<file path="src/hw/rtl/hmnb_pkg.sv">
// ----------------------------------------------------------------------------
// hmnb_pkg
// Shared types and constants for the heightmap normalize / box blur block.
// ----------------------------------------------------------------------------
package hmnb_pkg;

   localparam int MAX_WIDTH   = 1024;
   localparam int MAX_HEIGHT  = 1024;
   localparam int AW          = 20;
   localparam int STORE_DEPTH = 2 ** AW;
   localparam int MAX_DIM     = (MAX_WIDTH > MAX_HEIGHT) ? MAX_WIDTH : MAX_HEIGHT;
   localparam int DIM_W       = ($clog2(MAX_DIM + 1) > 11) ? $clog2(MAX_DIM + 1) : 11;
   localparam int AREA_W      = 2 * DIM_W;
   localparam int COL_W       = $clog2(MAX_WIDTH);
   localparam int HIST_DEPTH  = 2 ** (COL_W + 1);
   localparam int CAP         = (MAX_WIDTH * MAX_HEIGHT > STORE_DEPTH) ?
                                STORE_DEPTH : MAX_WIDTH * MAX_HEIGHT;
   localparam int CNT_W       = $clog2(CAP + 1);
   localparam int BLUR_PASSES = 3;
   localparam int SUM_W       = 20;

   // ceil(2^23 / 9); floor(s * DIV9_RECIP >> DIV9_SHIFT) == s / 9 for s < 2^21
   localparam logic [19:0] DIV9_RECIP = 20'd932068;
   localparam int          DIV9_SHIFT = 23;

   localparam logic [1:0] CSR_FRAME_WIDTH  = 2'd0;
   localparam logic [1:0] CSR_FRAME_HEIGHT = 2'd1;
   localparam logic [1:0] CSR_NORM_EN      = 2'd2;
   localparam logic [1:0] CSR_BLUR_EN      = 2'd3;

   localparam logic OP_LOAD = 1'b0;
   localparam logic OP_READ = 1'b1;

   typedef struct packed {
      logic        start;
      logic [31:0] dividend;
      logic [15:0] divisor;
   } div_req_type;

   typedef struct packed {
      logic        done;
      logic [31:0] quotient;
   } div_rsp_type;

endpackage

</file>
<file path="src/hw/rtl/hmnb_div.sv">
// ----------------------------------------------------------------------------
// hmnb_div
// Restoring divider, one quotient bit per cycle.
// ----------------------------------------------------------------------------
module hmnb_div
   import hmnb_pkg::*;
(
   input  logic        clock,
   input  logic        reset,
   input  div_req_type div_req,
   output div_rsp_type div_rsp
);

   logic        busy_ff, busy_in;
   logic        done_ff, done_in;
   logic [4:0]  cnt_ff, cnt_in;
   logic [15:0] rem_ff, rem_in;
   logic [31:0] quo_ff, quo_in;
   logic [15:0] dvs_ff, dvs_in;
   logic [16:0] trial;

   always_comb begin
      busy_in = busy_ff;
      done_in = 1'b0;
      cnt_in  = cnt_ff;
      rem_in  = rem_ff;
      quo_in  = quo_ff;
      dvs_in  = dvs_ff;
      trial   = {rem_ff, quo_ff[31]};
      if (div_req.start) begin
         busy_in = 1'b1;
         cnt_in  = '0;
         rem_in  = '0;
         quo_in  = div_req.dividend;
         dvs_in  = div_req.divisor;
      end else if (busy_ff) begin
         if (trial >= {1'b0, dvs_ff}) begin
            rem_in = 16'(trial - {1'b0, dvs_ff});
            quo_in = {quo_ff[30:0], 1'b1};
         end else begin
            rem_in = trial[15:0];
            quo_in = {quo_ff[30:0], 1'b0};
         end
         cnt_in = cnt_ff + 5'd1;
         if (cnt_ff == 5'd31) begin
            busy_in = 1'b0;
            done_in = 1'b1;
         end
      end
   end

   always_ff @(posedge clock) begin
      if (reset) begin
         busy_ff <= 1'b0;
         done_ff <= 1'b0;
         cnt_ff  <= '0;
      end else begin
         busy_ff <= busy_in;
         done_ff <= done_in;
         cnt_ff  <= cnt_in;
      end
      rem_ff <= rem_in;
      quo_ff <= quo_in;
      dvs_ff <= dvs_in;
   end

   assign div_rsp.done     = done_ff;
   assign div_rsp.quotient = quo_ff;

endmodule

</file>
<file path="config.mk">
export PLATFORM = sky130hd
export DESIGN_NAME = hmnb_div
export DESIGN_NICKNAME = d
export VERILOG_FILES = /design/src/hw/rtl/hmnb_pkg.sv /design/src/hw/rtl/hmnb_div.sv
export SDC_FILE = /design/constraint.sdc
export NUM_CORES = 1
export LEC_CHECK = 0
export BUFFER_PORTS_ARGS = -buffer_cell sky130_fd_sc_hd__buf_2
export CAP_MARGIN = 15
export CELL_PAD_IN_SITES_DETAIL_PLACEMENT = 0
export CELL_PAD_IN_SITES_GLOBAL_PLACEMENT = 2
export CORE_MARGIN = 1
export CORE_UTILIZATION = 35
export CTS_CLUSTER_SIZE = 28
export DETAILED_ROUTE_END_ITERATION = 16
export GPL_TIMING_DRIVEN = 0
export PLACE_DENSITY_LB_ADDON = 0.1
export SLEW_MARGIN = 20
export SYNTH_ARGS = -nofsm -noshare
export SYNTH_HDL_FRONTEND = slang
export SYNTH_SLANG_ARGS = --single-unit
export TNS_END_PERCENT = 50
</file>
<file path="constraint.sdc">
create_clock -name clock -period 3.3 [get_ports clock]
set_clock_uncertainty 0.05 [all_clocks]
set_input_delay 0 -clock clock [delete_from_list [all_inputs] [get_ports clock]]
set_output_delay 0 -clock clock [all_outputs]
set_load 0.05 [all_outputs]
</file>
==> flow_summary.toml <==
[sta]
layout_worst_path_cycle_share_pct = 88.9
grt_setup_unrepaired = "no"
whs_ns = 0.0713
hold_violations = 0
setup_tns_ns = 0
relSlewSlack_pct = 55.3
finalSetupViolations = 0
fmax_mhz = 341
tightest_slew_ns = 0.670
period_needed_ns = 2.93
final_max_slew_viol_count = 0

[route]
vias_per_cell = 4.78
drt-initial-drc-count = 81
via_count = 2858
first_pass_iters = 4
avgRoutedWirePerCell_um = 14.8
wl_um = 8820
ant_nets = 0
drc = 0

[logic_synthesis]
ys_ff_latch = 71
postSynth.asyncResetShare_pct = 0
synth_cell_types = 51
syn-cell-area_um2 = 3700
synth_flop_cell = "edfxtp_1"
ys_warn_count = 0
synth_seq_area_share_pct = 51.4
syn_avg_cell_area_um2 = 11.8
syn_nets = 384
syn_inst = 314
synth_edf_count = 48

[power]
p_leak_uw = 0.00209
clkPwrFrac_pct = 29.5
swShare_pct = 32.3
powerDensity_nw_per_um2 = 495
internal_power_uw = 1670
finalPower_uw = 2470
pwr-share-comb_pct = 26.8
seq_power_share_pct = 43.8
switchingPower_uw = 796
vdd_drop_max_mv = 0.265

[placed_design]
place_inst = 533
io_buffers = 83
dpl.hpwl_um = 5940
gp_congestion = 0.773
dpl_cell_area_um2 = 4290

[worst_setup_path]
crit_type = "flop to flop"
cp-end-kind = "flop"
cp.arrival_ns = 3.09
crit_path_max_fanout = 10
critPathRequiredTime_ns = 3.45
start_kind = "flop"

[flow_run]
max-cap-violations = 0

[floorplan]
start_util_pct = 36.0
pin_count = 84
core_um2 = 10300
num_rows = 37
die_area_um2 = 11000
die_height_um = 105
die_w_um = 105

[status]
status = "finished clean"

[cts]
clk_latency_ns = 0.35
cts_buffer_depth = 2
clock-sinks = 71
cts_tree = "yes"
cts_resized = 0
cts_root_buf = "clkbuf_8"
cts-htree-levels = 3
cts_buffers = 9
clk_pin_slew_ns = 0.08

[global_route]
grt_pass1_vias = 2905
grt_antenna_before_repair = 0
grt_overflow = 0
grt_max_degree = 33
grt_pass1_wl_um = 14400
grt_usage_pct = 16.9

[worst_hold_path]
hold_class = "primary input to flop"

[layout]
layout_commonest_cell = "buf_2"
final_nets = 527
diodes = 0
syn2layout_area_growth_pct = 34.6
layout_common_cells = "buf_2 (83), dlygate4sd3_1 (49), edfxtp_1 (48)"
final_cell_area_um2 = 4980
nFillCells = 983
drive_gt1_share_pct = 30.3
fin_cells = 598
flip-flops by register name, summed over array words and instances, names as in the netlist:
name     cells
quo_ff      32
dvs_ff      16
rem_ff      16
cnt_ff       5
busy_ff      1
done_ff      1
final cells by class:
type / instances / area [µm²] / share of cell area [%]
Multi-Input combinational cell: 207 / 1640 / 32.9
Clock buffer: 13 / 181 / 3.64
Buffer: 14 / 78.8 / 1.58
Inverter: 22 / 82.6 / 1.66
Tap cell: 136 / 170 / 3.42
Clock inverter: 3 / 21.3 / 0.427
Sequential cell: 71 / 1900 / 38.2
Timing Repair Buffer: 132 / 906 / 18.2
routing by layer:
metal	wire [µm]	GRT usage, %	vias up	share of wire, %
met4	119	5.63	0	1.3
met5	0	0	-	0
li1	-	-	1439	-
met2	4090	26.5	68	46
met1	4290	22.7	1342	49
met3	330	4.05	9	3.7
critical path, stage by stage (launching register included):
cell       delay, ns
edfxtp_1        0.33
inv_1           0.04
ha_1            0.28
buf_6           0.13
and4_4          0.24
nand3_2         0.11
nor4_1          0.46
a2111oi_1       0.17
a21bo_2         0.22
buf_6           0.18
buf_6           0.20
mux2i_1         0.25
a211oi_1        0.11
final timing paths:
check	to	slack (ns)	start	cells after the start
worst max-delay path	rem_ff[10]$_SDFFE_PP0P_	0.37	dvs_ff[9]$_DFFE_PP_	12
worst min-delay path	dvs_ff[8]$_DFFE_PP_	0.07	div_req[48]	1
worst max register to register	rem_ff[10]$_SDFFE_PP0P_	0.37	dvs_ff[9]$_DFFE_PP_	12
worst min register to register	rem_ff[11]$_SDFFE_PP0P_	0.43	rem_ff[11]$_SDFFE_PP0P_	2
kinds of logic (layout without fill, tap and decap cells):
| family | after synthesis | in the layout | synth area share (%) |
|---|---|---|---|
| DFF | 71 | 71 | 51.4 |
| and+or+nand+nor | 69 | 69 | 8.93 |
| AOI/OAI and AO/OA | 55 | 55 | 10.7 |
| muxes | 49 | 49 | 14.5 |
| buffers and inverters | 36 | 184 | 4.36 |
| adders and majority gates | 19 | 19 | 6.63 |
| xor gates and xnor gates | 15 | 15 | 3.55 |
cells in the mapped netlist, types with 7 or more instances:
library cell,count,share of area (%)
a211oi_1,10,2.0
a21oi_1,11,1.5
clkbuf_1,9,0.91
dfxtp_1,23,12
edfxtp_1,48,39
ha_1,18,6.1
inv_1,22,2.2
mux2_2,32,9.7
mux2i_1,16,4.3
nand2_1,14,1.4
nor2_1,28,2.8
xnor2_1,7,1.7
xor2_1,8,1.9
metrics by stage:
stage / setup slack (ns) / utilization, %
finish: 0.367 / 48.5
global route: 0.129 / 48.5
CTS: 0.307 / 48.5
detailed placement: 0.359 / 41.7
global placement: 0.333 / 41.7
floorplan: 0.620 / -
what timing repair did:
action	CTS	global route
buffers inserted	0	0
hold buffers	49	0
endpoints found under the hold margin	55	0
power groups by stage:
stage	combinational, µW	sequential, µW	clock [µW]
after CTS	665	1080	752
final	661	1080	726
after floorplan	320	1240	0
after global routing	715	1090	788
after detailed placement	618	1100	0
after global placement	618	1100	0
Note: power is estimated with default switching activity, not from simulation.
